==> config.mk <==
export PLATFORM = sky130hd
export DESIGN_NAME = irrigation_valve_sequencer
export DESIGN_NICKNAME = d
export VERILOG_FILES = /design/src/sv/ivs_pkg.sv /design/src/sv/ivs_datapath.sv /design/src/sv/ivs_controller.sv /design/src/sv/irrigation_valve_sequencer.sv
export SDC_FILE = /design/constraint.sdc
export NUM_CORES = 1
export LEC_CHECK = 0
export BUFFER_PORTS_ARGS = -buffer_cell sky130_fd_sc_hd__buf_2
export CAP_MARGIN = 20
export CORE_MARGIN = 2
export CORE_UTILIZATION = 49
export DETAILED_ROUTE_END_ITERATION = 12
export HOLD_SLACK_MARGIN = 0.15
export MAX_ROUTING_LAYER = met4
export PLACE_DENSITY = 0.65
export SYNTH_ARGS = -nofsm -noshare
export SYNTH_HDL_FRONTEND = slang
export SYNTH_HIERARCHICAL = 1
export SYNTH_SLANG_ARGS = --single-unit
==> constraint.sdc <==
create_clock -name clk -period 6.7 [get_ports clk]
set_input_delay 1.34 -clock clk [delete_from_list [all_inputs] [get_ports clk]]
set_output_delay 1.34 -clock clk [all_outputs]
set_load 0.02 [all_outputs]
==> src/sv/ivs_pkg.sv <==
// ---------------------------------------------------------------------------
// ivs_pkg
// Shared types, codes and helpers of the irrigation valve sequencer.
// ---------------------------------------------------------------------------
package ivs_pkg;

  localparam int PLANTS_DEFAULT = 4;
  localparam int MASK_W         = 4;
  localparam int LEVEL_W        = 10;
  localparam int SEC_W          = 16;
  localparam int CFG_IDX_W      = 3;

  localparam logic [LEVEL_W-1:0] RST_DRY_LEVEL    = 10'd300;
  localparam logic [LEVEL_W-1:0] RST_WET_LEVEL    = 10'd600;
  localparam logic [SEC_W-1:0]   RST_BURST_SEC    = 16'd15;
  localparam logic [SEC_W-1:0]   RST_REST_SEC     = 16'd3600;
  localparam logic [SEC_W-1:0]   RST_PAUSE_SEC    = 16'd60;
  localparam logic [SEC_W-1:0]   RST_SETTLE_SEC   = 16'd30;
  localparam logic [SEC_W-1:0]   RST_INTERVAL_SEC = 16'd60;

  typedef enum logic [1:0] {
    CMD_TICK     = 2'd0,
    CMD_SAMPLE   = 2'd1,
    CMD_SETTINGS = 2'd2,
    CMD_FLAGS    = 2'd3
  } op_t;

  typedef enum logic [CFG_IDX_W-1:0] {
    REG_DEF_DRY   = 3'd0,
    REG_DEF_WET   = 3'd1,
    REG_DEF_BURST = 3'd2,
    REG_DEF_REST  = 3'd3,
    REG_PAUSE     = 3'd4,
    REG_SETTLE    = 3'd5,
    REG_INTERVAL  = 3'd6
  } reg_idx_t;

  typedef enum logic [2:0] {
    ST_IDLE,
    ST_BUMP,
    ST_LATCH,
    ST_WALK,
    ST_ABORT,
    ST_DONE
  } state_t;

  // controller to datapath
  typedef struct packed {
    logic accept;
    logic bump;
    logic latch;
    logic walk;
    logic abort;
    logic load_out;
  } ctrl_cmd_t;

  // datapath to controller
  typedef struct packed {
    logic is_tick;
  } ctrl_status_t;

  function automatic logic [SEC_W-1:0] sat_inc(input logic [SEC_W-1:0] t);
    return (t == {SEC_W{1'b1}}) ? t : t + 1'b1;
  endfunction

endpackage

==> src/sv/ivs_datapath.sv <==
// ---------------------------------------------------------------------------
// ivs_datapath
// Settings, per-plant state, timers and the result register. Each step is
// issued by the controller; the walk handles one plant per cycle.
// ---------------------------------------------------------------------------
module ivs_datapath #(
  parameter int PLANTS = ivs_pkg::PLANTS_DEFAULT,
  parameter int IW     = 2
) (
  input  logic                              clk,
  input  logic                              rst,
  input  ivs_pkg::ctrl_cmd_t                cmd_ctl,
  input  logic [IW-1:0]                     walk_idx,
  output ivs_pkg::ctrl_status_t             status,
  input  logic                              cfg_valid,
  input  logic [ivs_pkg::CFG_IDX_W-1:0]     cfg_index,
  input  logic [ivs_pkg::SEC_W-1:0]         cfg_data,
  input  logic [1:0]                        cmd,
  input  logic [1:0]                        plant,
  input  logic [ivs_pkg::LEVEL_W-1:0]       sample_level,
  input  logic [ivs_pkg::LEVEL_W-1:0]       dry_threshold,
  input  logic [ivs_pkg::LEVEL_W-1:0]       wet_threshold,
  input  logic [ivs_pkg::SEC_W-1:0]         burst_seconds,
  input  logic [ivs_pkg::SEC_W-1:0]         rest_seconds,
  input  logic [ivs_pkg::MASK_W-1:0]        active_mask,
  input  logic [ivs_pkg::MASK_W-1:0]        override_mask,
  input  logic                              pump_force,
  output logic [ivs_pkg::MASK_W-1:0]        valve_mask,
  output logic                              pump_on,
  output logic                              fresh_data,
  output logic [ivs_pkg::MASK_W-1:0]        manual_done_mask
);
  import ivs_pkg::*;

  localparam int MW = (PLANTS > MASK_W) ? PLANTS : MASK_W;

  // configuration registers
  logic [LEVEL_W-1:0] def_dry, def_wet;
  logic [SEC_W-1:0]   def_burst, def_rest, pause_sec, settle_sec, interval_sec;

  // per-plant state
  logic [LEVEL_W-1:0] latest   [PLANTS];
  logic [LEVEL_W-1:0] moist    [PLANTS];
  logic [SEC_W-1:0]   elapsed  [PLANTS];
  logic [LEVEL_W-1:0] p_dry    [PLANTS];
  logic [LEVEL_W-1:0] p_wet    [PLANTS];
  logic [SEC_W-1:0]   p_burst  [PLANTS];
  logic [SEC_W-1:0]   p_rest   [PLANTS];
  logic [PLANTS-1:0]  valve_bits, pausing_bits, manual_bits, done_bits;

  logic [MASK_W-1:0]  active_flags, over_flags;
  logic               force_flag;
  logic [SEC_W-1:0]   since_read, since_pump_off;
  logic               pump_was_active;

  // per-tick scratch
  logic latched, changed, already;

  logic [MW-1:0]     act_ext, over_ext, valve_ext, done_ext;
  logic [PLANTS-1:0] act_vec, over_vec, abort_vec;
  logic              pump_active, latch_ok, plant_ok, thr_bad;
  logic [IW-1:0]     pidx;

  // walk decode for the plant at walk_idx
  logic w_en, w_man, need;
  logic w_close, w_finish, w_reopen, w_pdone, w_start, w_idone;

  assign status.is_tick = (cmd == CMD_TICK);

  always_comb begin
    act_ext   = MW'(active_flags);
    over_ext  = MW'(over_flags);
    act_vec   = act_ext[PLANTS-1:0];
    over_vec  = over_ext[PLANTS-1:0];
    abort_vec = manual_bits & ~over_vec;
    valve_ext = MW'(valve_bits);
    done_ext  = MW'(done_bits);

    pump_active = (|valve_bits) || force_flag;
    latch_ok    = !pump_active && (pausing_bits == '0) &&
                  (since_pump_off >= settle_sec) && (since_read >= interval_sec);

    plant_ok = (32'(plant) < PLANTS);
    pidx     = IW'(plant);
    thr_bad  = (dry_threshold == '0) || (wet_threshold == '0) ||
               (dry_threshold >= wet_threshold);

    w_man = over_vec[walk_idx];
    w_en  = act_vec[walk_idx] || w_man;
    if (w_man) begin
      need = moist[walk_idx] < p_wet[walk_idx];
    end else begin
      need = (moist[walk_idx] < p_dry[walk_idx]) &&
             (elapsed[walk_idx] >= p_rest[walk_idx]);
    end
    w_close  = w_en && valve_bits[walk_idx] &&
               (elapsed[walk_idx] >= p_burst[walk_idx]);
    w_finish = w_en && !valve_bits[walk_idx] && pausing_bits[walk_idx] &&
               (elapsed[walk_idx] >= pause_sec);
    w_reopen = w_finish && (latest[walk_idx] < p_wet[walk_idx]) && !already;
    w_pdone  = w_finish && !w_reopen && manual_bits[walk_idx];
    w_start  = w_en && !valve_bits[walk_idx] && !pausing_bits[walk_idx] &&
               need && !already;
    w_idone  = w_en && !valve_bits[walk_idx] && !pausing_bits[walk_idx] &&
               w_man && !need;
  end

  // configuration writes
  always_ff @(posedge clk) begin
    if (rst) begin
      def_dry      <= RST_DRY_LEVEL;
      def_wet      <= RST_WET_LEVEL;
      def_burst    <= RST_BURST_SEC;
      def_rest     <= RST_REST_SEC;
      pause_sec    <= RST_PAUSE_SEC;
      settle_sec   <= RST_SETTLE_SEC;
      interval_sec <= RST_INTERVAL_SEC;
    end else if (cfg_valid) begin
      unique case (cfg_index)
        REG_DEF_DRY:   def_dry      <= cfg_data[LEVEL_W-1:0];
        REG_DEF_WET:   def_wet      <= cfg_data[LEVEL_W-1:0];
        REG_DEF_BURST: def_burst    <= cfg_data;
        REG_DEF_REST:  def_rest     <= cfg_data;
        REG_PAUSE:     pause_sec    <= cfg_data;
        REG_SETTLE:    settle_sec   <= cfg_data;
        REG_INTERVAL:  interval_sec <= cfg_data;
        default: ;
      endcase
    end
  end

  // plant state and timers
  always_ff @(posedge clk) begin
    if (rst) begin
      for (int i = 0; i < PLANTS; i++) begin
        latest[i]  <= '0;
        moist[i]   <= '0;
        elapsed[i] <= '0;
        p_dry[i]   <= RST_DRY_LEVEL;
        p_wet[i]   <= RST_WET_LEVEL;
        p_burst[i] <= RST_BURST_SEC;
        p_rest[i]  <= RST_REST_SEC;
      end
      valve_bits      <= '0;
      pausing_bits    <= '0;
      manual_bits     <= '0;
      done_bits       <= '0;
      active_flags    <= '0;
      over_flags      <= '0;
      force_flag      <= 1'b0;
      since_read      <= '0;
      since_pump_off  <= '0;
      pump_was_active <= 1'b0;
      latched         <= 1'b0;
      changed         <= 1'b0;
      already         <= 1'b0;
    end else if (cmd_ctl.accept) begin
      latched   <= 1'b0;
      changed   <= 1'b0;
      done_bits <= '0;
      unique case (cmd)
        CMD_SAMPLE: begin
          if (plant_ok) latest[pidx] <= sample_level;
        end
        CMD_SETTINGS: begin
          if (plant_ok) begin
            p_dry[pidx]   <= thr_bad ? def_dry : dry_threshold;
            p_wet[pidx]   <= thr_bad ? def_wet : wet_threshold;
            p_burst[pidx] <= (burst_seconds == '0) ? def_burst : burst_seconds;
            p_rest[pidx]  <= rest_seconds;
          end
        end
        CMD_FLAGS: begin
          active_flags <= active_mask;
          over_flags   <= override_mask;
          force_flag   <= pump_force;
        end
        default: ;
      endcase
    end else if (cmd_ctl.bump) begin
      since_read <= sat_inc(since_read);
      for (int i = 0; i < PLANTS; i++) elapsed[i] <= sat_inc(elapsed[i]);
      // pump just switched off: restart the settle timer
      since_pump_off  <= (pump_was_active && !pump_active) ? '0 : sat_inc(since_pump_off);
      pump_was_active <= pump_active;
    end else if (cmd_ctl.latch) begin
      if (latch_ok) begin
        for (int i = 0; i < PLANTS; i++) moist[i] <= latest[i];
        since_read <= '0;
        latched    <= 1'b1;
      end
      already <= |valve_bits;
    end else if (cmd_ctl.walk) begin
      if (w_close || w_finish || w_start) elapsed[walk_idx] <= '0;
      if (w_close) begin
        valve_bits[walk_idx]   <= 1'b0;
        pausing_bits[walk_idx] <= 1'b1;
        changed                <= 1'b1;
      end
      if (w_finish) begin
        moist[walk_idx]        <= latest[walk_idx];
        pausing_bits[walk_idx] <= 1'b0;
        latched                <= 1'b1;
      end
      if (w_reopen || w_start) begin
        valve_bits[walk_idx] <= 1'b1;
        changed              <= 1'b1;
        already              <= 1'b1;
      end
      if (w_start) manual_bits[walk_idx] <= w_man;
      if (w_pdone) manual_bits[walk_idx] <= 1'b0;
      if (w_pdone || w_idone) done_bits[walk_idx] <= 1'b1;
    end else if (cmd_ctl.abort) begin
      // released overrides cancel their manual cycle
      if (|(valve_bits & abort_vec)) changed <= 1'b1;
      valve_bits   <= valve_bits & ~abort_vec;
      pausing_bits <= pausing_bits & ~abort_vec;
      manual_bits  <= manual_bits & ~abort_vec;
    end
  end

  // result register
  always_ff @(posedge clk) begin
    if (cmd_ctl.load_out) begin
      valve_mask       <= valve_ext[MASK_W-1:0];
      pump_on          <= pump_active;
      fresh_data       <= latched || changed;
      manual_done_mask <= done_ext[MASK_W-1:0];
    end
  end

endmodule

==> src/sv/ivs_controller.sv <==
// ---------------------------------------------------------------------------
// ivs_controller
// Sequencing state machine: accept, timer bump, routine latch, plant walk,
// override abort and hand-off to the result register.
// ---------------------------------------------------------------------------
module ivs_controller #(
  parameter int PLANTS = ivs_pkg::PLANTS_DEFAULT,
  parameter int IW     = 2
) (
  input  logic                  clk,
  input  logic                  rst,
  input  logic                  in_valid,
  output logic                  in_ready,
  output logic                  out_valid,
  input  logic                  out_ready,
  input  ivs_pkg::ctrl_status_t status,
  output ivs_pkg::ctrl_cmd_t    cmd_ctl,
  output logic [IW-1:0]         walk_idx
);
  import ivs_pkg::*;

  state_t        state, state_next;
  logic          last_plant;
  logic [IW-1:0] walk_idx_next;
  logic          out_valid_next;

  assign last_plant = (walk_idx == IW'(PLANTS - 1));

  always_comb begin
    state_next = state;
    unique case (state)
      ST_IDLE:  if (in_valid) state_next = status.is_tick ? ST_BUMP : ST_DONE;
      ST_BUMP:  state_next = ST_LATCH;
      ST_LATCH: state_next = ST_WALK;
      ST_WALK:  if (last_plant) state_next = ST_ABORT;
      ST_ABORT: state_next = ST_DONE;
      ST_DONE:  if (!out_valid || out_ready) state_next = ST_IDLE;
      default:  state_next = ST_IDLE;
    endcase
  end

  always_comb begin
    cmd_ctl          = '0;
    in_ready         = (state == ST_IDLE);
    cmd_ctl.accept   = in_ready && in_valid;
    cmd_ctl.bump     = (state == ST_BUMP);
    cmd_ctl.latch    = (state == ST_LATCH);
    cmd_ctl.walk     = (state == ST_WALK);
    cmd_ctl.abort    = (state == ST_ABORT);
    cmd_ctl.load_out = (state == ST_DONE) && (!out_valid || out_ready);

    walk_idx_next = walk_idx;
    if (cmd_ctl.latch) walk_idx_next = '0;
    else if (cmd_ctl.walk && !last_plant) walk_idx_next = walk_idx + 1'b1;

    if (cmd_ctl.load_out) out_valid_next = 1'b1;
    else if (out_ready)   out_valid_next = 1'b0;
    else                  out_valid_next = out_valid;
  end

  always_ff @(posedge clk) begin
    if (rst) begin
      state     <= ST_IDLE;
      walk_idx  <= '0;
      out_valid <= 1'b0;
    end else begin
      state     <= state_next;
      walk_idx  <= walk_idx_next;
      out_valid <= out_valid_next;
    end
  end

endmodule

==> src/sv/irrigation_valve_sequencer.sv <==
// A tick passes, in order, the timer bump, the routine latch, the walk over each plant
// in turn, the abort pass and the load of the result register. Other commands go
// from acceptance straight to the load. Transactions are taken one at a time, only
// while idle; the next transaction is taken while a result waits, and then waits
// for out_ready.
// Reset (rst, synchronous) restores the default settings and clears all state but the result data.
// ---------------------------------------------------------------------------
// irrigation_valve_sequencer
// Multi-plant watering sequencer: controller plus datapath.
// ---------------------------------------------------------------------------
module irrigation_valve_sequencer #(
  parameter int PLANTS = ivs_pkg::PLANTS_DEFAULT
) (
  input  logic                          clk,
  input  logic                          rst,
  input  logic                          in_valid,
  output logic                          in_ready,
  input  logic [1:0]                    cmd,
  input  logic [1:0]                    plant,
  input  logic [ivs_pkg::LEVEL_W-1:0]   sample_level,
  input  logic [ivs_pkg::LEVEL_W-1:0]   dry_threshold,
  input  logic [ivs_pkg::LEVEL_W-1:0]   wet_threshold,
  input  logic [ivs_pkg::SEC_W-1:0]     burst_seconds,
  input  logic [ivs_pkg::SEC_W-1:0]     rest_seconds,
  input  logic [ivs_pkg::MASK_W-1:0]    active_mask,
  input  logic [ivs_pkg::MASK_W-1:0]    override_mask,
  input  logic                          pump_force,
  output logic                          out_valid,
  input  logic                          out_ready,
  output logic [ivs_pkg::MASK_W-1:0]    valve_mask,
  output logic                          pump_on,
  output logic                          fresh_data,
  output logic [ivs_pkg::MASK_W-1:0]    manual_done_mask,
  input  logic                          cfg_valid,
  output logic                          cfg_ready,
  input  logic [ivs_pkg::CFG_IDX_W-1:0] cfg_index,
  input  logic [ivs_pkg::SEC_W-1:0]     cfg_data
);
  import ivs_pkg::*;

  localparam int IW = (PLANTS > 1) ? $clog2(PLANTS) : 1;

  ctrl_cmd_t     cmd_ctl;
  ctrl_status_t  status;
  logic [IW-1:0] walk_idx;

  assign cfg_ready = 1'b1;

  ivs_controller #(.PLANTS(PLANTS), .IW(IW)) u_ctrl (
    .clk       (clk),
    .rst       (rst),
    .in_valid  (in_valid),
    .in_ready  (in_ready),
    .out_valid (out_valid),
    .out_ready (out_ready),
    .status    (status),
    .cmd_ctl   (cmd_ctl),
    .walk_idx  (walk_idx)
  );

  ivs_datapath #(.PLANTS(PLANTS), .IW(IW)) u_dp (
    .clk              (clk),
    .rst              (rst),
    .cmd_ctl          (cmd_ctl),
    .walk_idx         (walk_idx),
    .status           (status),
    .cfg_valid        (cfg_valid),
    .cfg_index        (cfg_index),
    .cfg_data         (cfg_data),
    .cmd              (cmd),
    .plant            (plant),
    .sample_level     (sample_level),
    .dry_threshold    (dry_threshold),
    .wet_threshold    (wet_threshold),
    .burst_seconds    (burst_seconds),
    .rest_seconds     (rest_seconds),
    .active_mask      (active_mask),
    .override_mask    (override_mask),
    .pump_force       (pump_force),
    .valve_mask       (valve_mask),
    .pump_on          (pump_on),
    .fresh_data       (fresh_data),
    .manual_done_mask (manual_done_mask)
  );

endmodule

* Word level (Yosys, flattened, before mapping)
Memories as Yosys holds them, arrays and structs flattened. A register that Yosys moved wholly into a read port is not among the register bits.
Index checks and enable logic that the tools add are counted.
** Storage, ports and cells
- Flip-flop bits (word level) :: 161
- Latch bits :: 0
- Bits in writable memories :: 352
- Bits in read-only memories :: 0
- Input bits :: 99
- Output and inout bits :: 13
- Memories :: 7
** Cells by class
- $add $sub $neg :: 7
- Multiply operators :: 0
- Div/mod/pow operators :: 0
- Magnitude comparators :: 11
- Equality and inequality tests :: 27
- Shift operators :: 0
- Mux-type cells :: 150
- Bitwise gates (word level) :: 25
- Reduce and logical (&&, ||, !) cells :: 83
** Memory list
- u_dp.elapsed :: depth 4, width 16, rd ports 5, clocked after memory_dff 1, write ports 4, RTL line ivs_datapath.sv:44 : logic [SEC_W-1:0] elapsed [PLANTS];
- u_dp.p_burst :: depth 4, width 16, rd ports 1, clocked after memory_dff 1, write ports 4, RTL line ivs_datapath.sv:47 : logic [SEC_W-1:0] p_burst [PLANTS];
- u_dp.p_rest :: depth 4, width 16, rd ports 1, clocked after memory_dff 1, write ports 4, RTL line ivs_datapath.sv:48 : logic [SEC_W-1:0] p_rest [PLANTS];
- u_dp.latest :: depth 4, width 10, rd ports 5, clocked after memory_dff 1, write ports 4, RTL line ivs_datapath.sv:42 : logic [LEVEL_W-1:0] latest [PLANTS];
- u_dp.moist :: depth 4, width 10, rd ports 1, clocked after memory_dff 1, write ports 4, RTL line ivs_datapath.sv:43 : logic [LEVEL_W-1:0] moist [PLANTS];
- u_dp.p_dry :: depth 4, width 10, rd ports 1, clocked after memory_dff 1, write ports 4, RTL line ivs_datapath.sv:45 : logic [LEVEL_W-1:0] p_dry [PLANTS];
- +1 memories
** Operators with widths (number)
- 16-bit two-way mux :: 18
- 4-bit two-way mux :: 27
- 10-bit two-way mux :: 10
- 16-bit by 1-bit adder with 16-bit output (second input constant) :: 6
- 16-bit == test (second input constant) :: 6
- 16-bit greater-or-equal comparator :: 5
- 1-bit two-way mux :: 62
- 16-bit OR reduction :: 3
- 2-bit two-way mux :: 21
- 10-bit OR reduction :: 4
- 4-bit AND :: 8
- 10-bit < comparator :: 3
- 1-bit logical AND :: 23
- 10-bit logical NOT :: 2
- 4-bit AND reduction :: 5
- 3-bit case mux with 6 select lines :: 1
- 16-bit logical NOT :: 1
- 2-bit AND reduction :: 8
- 2-bit nonzero test :: 8
- 3-bit == test (second input constant) :: 5
- 3-bit two-way mux :: 4
- 4-bit NOT :: 3
- 4-bit bitwise OR :: 3
- 1-bit binary-select mux with 2-bit select :: 5
- 24 further kinds :: 62

* Depth between registers and ports, before layout
Gate-level depths: netlist of run 1.
- Depth after elaboration :: 17
- Gate-level depth with buffers :: 18
- Depth with buffers taken out :: 11

* Modules after synthesis
Netlist of run 1, hierarchy kept.
** Modules (own cells, without submodules)
- ivs_datapath :: instances 1, cells each 2372, area an instance 25475.7 sq um, sequential area each 13132.6 sq um
- ivs_controller :: instances 1, cells each 41, area an instance 341.6 sq um, sequential area each 120.1 sq um
- irrigation_valve_sequencer :: instances 1, cells each 2, area an instance 11.3 sq um, sequential area each 0.0 sq um

* Worst setup path before layout of run 1
No wires, ideal clock.
- Path type :: input-to-reg
- From :: in cmd[1]
- To :: mem u_dp.p_burst[2][0], enable pin
- Setup time :: 534 ps
- Arrival :: 5485 ps
- Slack :: 682 ps
- Cell stages on the path :: 3
- Path buffers :: 1
- Cells stage by stage :: clkbuf_1 -> nand3b_1 -> o21ai_0
** RTL lines
- from (decl) :: RTL line irrigation_valve_sequencer.sv:18 : input logic [1:0] cmd,
- to (decl) :: RTL line ivs_datapath.sv:47

* Worst setup path in the final report of run 1
- From :: reg u_ctrl.walk_idx[0]
- To :: reg u_dp.manual_bits[3]
** On the way
- Cells in the longest elaborated chain, start to end :: 16
** RTL lines
- from (decl) :: RTL line ivs_controller.sv:18 : output logic [IW-1:0] walk_idx
- from (signal assigned) :: RTL line ivs_controller.sv:68 : walk_idx <= walk_idx_next;
- parallel branches: the longest is 14 deep, another holds 2-bit by 3-bit < comparator with 1-bit output
- 4-bit two-way mux (*) :: RTL line ivs_datapath.sv:211 : if (w_pdone) manual_bits[walk_idx] <= 1'b0;
- 4-bit two-way mux (*) :: RTL line ivs_datapath.sv:193 : end else if (cmd_ctl.walk) begin
- to (signal, indexed assignment) :: RTL line ivs_datapath.sv:210 : if (w_start) manual_bits[walk_idx] <= w_man;
- to (signal assigned) :: RTL line ivs_datapath.sv:218 : manual_bits <= manual_bits & ~abort_vec;
- to (decl) :: RTL line ivs_datapath.sv:49 : logic [PLANTS-1:0] valve_bits, pausing_bits, manual_bits, done_bits;
Mark *: on every way between the ends. The select of a mux whose other input is x is not followed.
A chain may end at the register's enable or synchronous reset.

==> results of run 1 <==
cell type report:
cell class | count | area [µm²] | area share
clock buffers | 81 | 1577 | 0.05452
well taps | 688 | 860.8 | 0.02977
inverters | 135 | 506.7 | 0.01752
repair buffers | 144 | 840.8 | 0.02908
diodes | 2 | 5.005 | 0.0001731
multi-input cells | 1659 | 11650 | 0.4031
clock inverters | 25 | 210.2 | 0.007270
flip-flops and latches | 513 | 13260 | 0.4586
registers in the layout, summed over array words and instances (netlist names), 4 cells and up:
register	flops
u_dp/interval_sec	16
u_dp/elapsed	64
u_dp/valve_bits	4
u_dp/latest	40
u_dp/p_wet	40
u_dp/moist	40
u_dp/pause_sec	16
u_dp/since_read	16
u_dp/p_burst	64
u_dp/def_dry	10
u_dp/settle_sec	16
u_dp/done_bits	4
u_dp/p_rest	64
u_dp/def_wet	10
u_dp/act_ext	4
u_dp/def_burst	16
u_dp/manual_bits	4
u_dp/manual_done_mask	4
u_dp/p_dry	40
u_dp/over_ext	4
u_dp/since_pump_off	16
u_dp/pausing_bits	4
u_dp/valve_mask	4
kinds of logic (layout without fill, tap and decap cells):
group,after synthesis,after routing,synth area share
muxes,127,127,0.09393
and+or+nand+nor,980,980,0.1870
DFF,513,513,0.5131
other,1,3,0.0001452
buffers and inverters,243,385,0.03798
xor gates and xnor gates,43,43,0.01458
adders and majority gates,124,124,0.06007
AOI/OAI and AO/OA,384,384,0.09320
report_power, final:
| group | switching, mW | leakage, nW | internal (mW) |
|---|---|---|---|
| Combinational | 0.476 | 5.34 | 0.253 |
| Sequential | 0.0803 | 4.58 | 3.43 |
| Clock | 1.29 | 0.869 | 1.72 |
| Total | 1.84 | 10.8 | 5.40 |
critical path, cell delays in order (launching register included):
cell	delay, ns
dfxtp_4	0.96
buf_4	0.58
mux4_2	0.58
inv_1	0.15
ha_1	0.23
nor2_1	0.06
a22o_1	0.21
a211oi_1	0.43
o21ai_1	0.17
nor3_2	0.48
nor2_1	0.20
a221oi_1	0.31
o32ai_1	0.12
cells in the mapped netlist (21+ instances only):
cell / number
and3_1: 21
nor3_1: 46
nand2_1: 295
ha_1: 124
inv_1: 134
nor2b_1: 23
a21oi_1: 160
nand2b_1: 28
dfxtp_1: 215
and2_1: 129
a21o_1: 31
edfxtp_1: 298
mux4_2: 91
nand4_1: 35
xor2_1: 21
nand3_1: 65
or3_1: 25
nor2_1: 227
o21ai_0: 65
xnor2_1: 22
mux2i_1: 35
clkbuf_1: 73
worst min path at each step:
stage                     slack (ns)  cells after the start                       end
final                           0.43                      0  u_dp/manual_done_mask[1]
after global routing            0.45                      0  u_dp/manual_done_mask[0]
after global placement          0.43                      0  u_dp/manual_done_mask[1]
after CTS                       0.43                      0  u_dp/manual_done_mask[1]
after floorplan                 0.41                      0  u_dp/manual_done_mask[0]
after detailed placement        0.42                      0  u_dp/manual_done_mask[3]
metal layers:
metal / routed length [µm] / vias up / track usage
met5: 0 / - / -
met4: 2844 / 0 / 0.1070
met3: 4612 / 145 / 0.04614
met2: 33960 / 630 / 0.4265
met1: 29630 / 9370 / 0.3480
li1: - / 8898 / -
==> results_dict.tcl, run 1 <==
set metrics [dict create \
    status "complete, no violations" \
    crit_end "u_dp/manual_bits[3]" \
    final_nets 2732 \
    post-route-util 0.5524 \
    synth_top_area_frac 0.3465 \
    port_buffers 110 \
    setup_tns_ns 0 \
    yosys.area.top_type "edfxtp_1" \
    fill_cells 4519 \
    viasPerCell 5.865 \
    synthFlopType "edfxtp_1" \
    setup_viol 0 \
    grt_pass1_vias 18577 \
    synthCells 2415 \
    rr_startpoint "u_ctrl/walk_idx[0]" \
    grt_usage 0.2702 \
    initial_core_util 0.4935 \
    cts_buffer_depth 3 \
    critPathKind "flip-flop to flip-flop" \
    synth_seq_cells 513 \
    reg2reg_depth 12 \
    crit_start "u_ctrl/walk_idx[0]" \
    grt_max_degree 75 \
    power.density_nw_per_um2 250.4 \
    drt-total-wl_um 71050 \
    gp_congestion 0.9060 \
    dr.first_iter.drc_count 1716 \
    antenna_found_initial 2 \
    die_w_um 233.6 \
    clkTransAtPathRegs_ns 0.06 \
    areaGrowthSynthToFinish_pct 11.95 \
    synth_edf_count 298 \
    final_common_cell "edfxtp_1" \
    overflow 0 \
    regToRegSetupSlack_ns 2.00 \
    grt_first_pass_wirelength_um 108300 \
    worst_ir_drop_vdd_mv 0.1999 \
    die_h_um 233.6 \
    hold_buffers 0 \
    maxCapViolations 0 \
    cts.sinks 513 \
    synth.cell_area_um2 25830 \
    yosysSeqAreaShare 0.5131 \
    drv_slew 0 \
    cts-htree-levels 2 \
    tightest_slew_ns 1.109 \
    whs_ns 0.4280 \
    core-area_um2 52340 \
    drcViolationCount 0 \
    dp_cells 3136 \
    vias 19043 \
    yosys_warnings 6 \
    dieArea_um2 54560 \
    required_ns 7.16 \
    finalWorstSetupSlack_ns 2.001 \
    fin_skew_ns 0.03859 \
    firstDrtPassIters 5 \
    async_flop_share 0 \
    p_leak_nw 10.79 \
    rsz0062_at_grt "no" \
    clock-root-buffer "clkbuf_16" \
    placed_area_um2 27100 \
    dp_slack_ns 1.668 \
    fin_area_um2 28920 \
    max_freq_mhz 212.8 \
    cts_setup_buffers 0 \
    syn_avg_cell_area_um2 10.70 \
    layout_common_cells "edfxtp_1, nand2_1, nor2_1" \
    cp-start-kind "flip-flop" \
    final_cells 3247 \
    drive_gt1_frac 0.1443 \
    period_share 0.7013 \
    period_minus_slack_ns 4.699 \
    dpl.hpwl_um 48430 \
    cp_max_fo 45 \
    wl_per_cell_um 21.88 \
    hp-class "flip-flop to flip-flop" \
    min_from "u_dp/done_bits[1]" \
    rows 84 \
    drtAntennaViolNets 0 \
    insertion_delay_ns 0.62 \
    totalPowerFinal_mw 7.241 \
    synth_cell_type_count 84 \
    cts_tree "built" \
    hold_viol 0 \
    r2r-end "u_dp/manual_bits[3]" \
    cts_resized 0 \
    synth_area_leaders "edfxtp_1, dfxtp_1, mux4_2" \
    endpoint_kind "flip-flop" \
    ios 112 \
    cts_buffers 56 \
    critPathArrivalTime_ns 5.15 \
    slew_headroom 0.2607 \
    syn_nets 2638 \
]
Note: power is estimated with default switching activity, not from simulation.
==> run 2, diff against run 1 <==
ABC_AREA = 1   (was not set)
clock period = 4.5 ns   (was 6.7 ns; I/O delays follow)
==> run 2 against run 1 <==
Power increased by 57%. Critical path depth increased by 4. Global-route usage increased by 1.9 points. Fmax increased by 12%. Register-to-register slack got worse by 1.7 ns. Via count increased by 15%. Combinational power increased by 80%.
==> results_dict.tcl, run 2 <==
set metrics [dict create \
    status "complete, no violations" \
    yosys-top-cells-count "nand2_1, nor2_1, inv_1" \
    final_common_cell "nand2_1" \
    hp-class "flip-flop to flip-flop" \
    max_freq_mhz 238.7 \
    critPathKind "flip-flop to flip-flop" \
    ios 112 \
    overflow 0 \
    grt_usage 0.2896 \
    areaGrowthSynthToFinish_pct 12.66 \
    reg2reg_depth 16 \
    period_minus_slack_ns 4.189 \
    dieArea_um2 54960 \
    switching_power_mw 2.991 \
    insertion_delay_ns 0.64 \
    dpl.hpwl_um 55340 \
    initial_core_util 0.4951 \
    vias 21980 \
    port_buffers 110 \
    maxCapViolations 0 \
    yosys_warnings 6 \
    reg_top3 "u_dp/elapsed x64, u_dp/p_burst x64, u_dp/p_rest x64" \
    p_comb_frac 0.115 \
    insertedDiodeCount 0 \
    drive_gt1_frac 0.09839 \
    hold_viol 0 \
    slew_headroom 0.2981 \
    synth_cell_type_count 60 \
    fin_area_um2 29310 \
    fin_skew_ns 0.03594 \
    synthCells 3018 \
    cts.sinks 513 \
    tightest_slew_ns 1.046 \
    layout_common_cells "nand2_1, nor2_1, inv_1" \
    cts-htree-levels 2 \
    cp-start-kind "flip-flop" \
    wl_met1_um 33870 \
    crit_start "u_ctrl/walk_idx[1]" \
    seq_power_share 0.461 \
    rows 84 \
    synth_top_area_frac 0.3439 \
    internal_power_mw 8.400 \
    dr_wl_met2_um 35420 \
    wl_per_cell_um 20.08 \
    drt-total-wl_um 77280 \
    synthFlopType "edfxtp_1" \
    swShare 0.2626 \
    post-route-util 0.5578 \
    clock-root-buffer "clkbuf_16" \
    dr.first_iter.drc_count 2304 \
    endpoint_kind "flip-flop" \
    die_h_um 234.4 \
    placed_area_um2 27360 \
    drcViolationCount 0 \
    grt_first_pass_wirelength_um 118500 \
    cts_setup_buffers 0 \
    wl_met3_um 5329 \
    synth_edf_count 298 \
    grt_max_degree 103 \
    gp_congestion 1.019 \
    grt_pass1_vias 20542 \
    cts_tree "built" \
    pwr-share-clk 0.425 \
    core-area_um2 52550 \
    critPathArrivalTime_ns 4.45 \
    rsz0062_at_grt "no" \
    cp_max_fo 81 \
    syn_avg_cell_area_um2 8.621 \
    async_flop_share 0 \
    final_nets 3338 \
    yosys.area.top_type "edfxtp_1" \
    holdPathEnd "u_dp/interval_sec[6]" \
    required_ns 4.76 \
    syn_nets 3241 \
    highest_layer "met4" \
    synth_area_leaders "edfxtp_1, dfxtp_1, nand2_1" \
    setup_viol 0 \
    yosysSeqAreaShare 0.5094 \
    regToRegSetupSlack_ns 0.31 \
    cts_buffer_depth 3 \
    synth.cell_area_um2 26020 \
    setup_tns_ns 0 \
    synth_most_common_cell "nand2_1" \
    p_leak_nw 11.91 \
    die_w_um 234.4 \
    min_from "u_dp/interval_sec[6]" \
    viasPerCell 5.711 \
    clkTransAtPathRegs_ns 0.06 \
    period_share 0.9309 \
    cts_buffers 56 \
    drv_slew 0 \
    rr_startpoint "u_ctrl/walk_idx[1]" \
    worst_ir_drop_vdd_mv 0.3251 \
    antenna_found_initial 0 \
    power.density_nw_per_um2 388.6 \
    synth_seq_cells 513 \
    r2r-end "u_dp/moist[3][5]" \
    drtAntennaViolNets 0 \
    min_path_cells 2 \
    firstDrtPassIters 6 \
]
==> run 2: cell types whose count changed after synthesis, sizes merged, moves of 30 or more <==
cell	delta
a221oi	+50
mux2i	-35
nand2	+315
inv	+217
nand3	+57
and2	-129
nor2	+187
o21ai	+120
a21o	-30
a22oi	+52
mux4	-92
a21oi	+37
a22o	+48
==> run 2: logic make-up after synthesis <==
kind of cell / after synthesis / share of synthesized area
and+or+nand+nor: 1242 / 0.1990
AOI/OAI and AO/OA: 640 / 0.1526
DFF: 513 / 0.5094
buffers and inverters: 477 / 0.07214
adders and majority gates: 124 / 0.05963
xor gates and xnor gates: 20 / 0.006733
other: 1 / 0.0001441
muxes: 1 / 0.0004328
==> run 2: per-layer routing <==
metal,global-route usage,up-vias
li1,-,10525
met1,0.3926,10473
met2,0.4475,850
met3,0.04276,132
met4,0.09532,0
met5,-,-
==> run 2: worst max path at each step <==
stage	to	slack, ns	cells past startpoint
after floorplan	u_dp/p_burst[3][0]	0.24	7
after global placement	u_dp/moist[1][3]	0.43	16
after detailed placement	u_dp/moist[1][4]	0.28	16
after CTS	u_dp/moist[1][7]	0.26	16
after global routing	u_dp/moist[3][6]	0.05	16
final	u_dp/moist[3][5]	0.31	16
==> run 2: timing repair <==
item / 4_1_cts / 5_1_grt
resized for setup: 0 / 6
endpoints found under the setup margin: 0 / 37
hold buffers: 0 / 0
endpoints found under the hold margin: 0 / 0
==> run 2: critical path: stages, from the launching register on <==
cell and delay (ns):
dfxtp_1 0.33, buf_4 0.20, nor2_4 0.36, buf_16 0.40
inv_1 0.18, o221ai_1 0.41, ha_1 0.19, nand2_1 0.07
nor4_1 0.36, nand3_1 0.13, nand3_1 0.21, nand2_4 0.14
inv_6 0.14, nand2_4 0.09, nor2_4 0.10, inv_2 0.12
nand2_1 0.37
==> run 2: per-stage QoR <==
| stage | cells | hold WS (ns) | worst slack [ns] | power [mW] |
|---|---|---|---|---|
| final | 3849 | 0.4601 | 0.3108 | 11.39 |
| after global routing | 3849 | 0.4767 | 0.05045 | 11.79 |
| after CTS | 3849 | 0.4629 | 0.2562 | 11.45 |
| after detailed placement | 3745 | 0.4547 | 0.2841 | 6.631 |
| after global placement | 3745 | 0.4451 | 0.4260 | 6.598 |
| after floorplan | 3018 | 0.4090 | 0.2419 | 6.161 |
==> run 2: power by group through the flow <==
| stage | clock network, mW | registers [mW] | logic, mW |
|---|---|---|---|
| finish | 4.84 | 5.25 | 1.31 |
| global route | 5.08 | 5.26 | 1.45 |
| CTS | 4.91 | 5.24 | 1.29 |
| detailed placement | 0 | 5.34 | 1.29 |
| global placement | 0 | 5.34 | 1.26 |
| floorplan | 0 | 5.32 | 0.845 |
==> run 2: layout make-up <==
class                   count  area [µm²]
clock buffers              68        1496
clock inverters            36       435.4
fillers                  4835       23240
inverters                 355        1341
multi-input cells        2028       10920
flip-flops and latches    513       13250
well taps                 688       860.8
repair buffers            161        1003
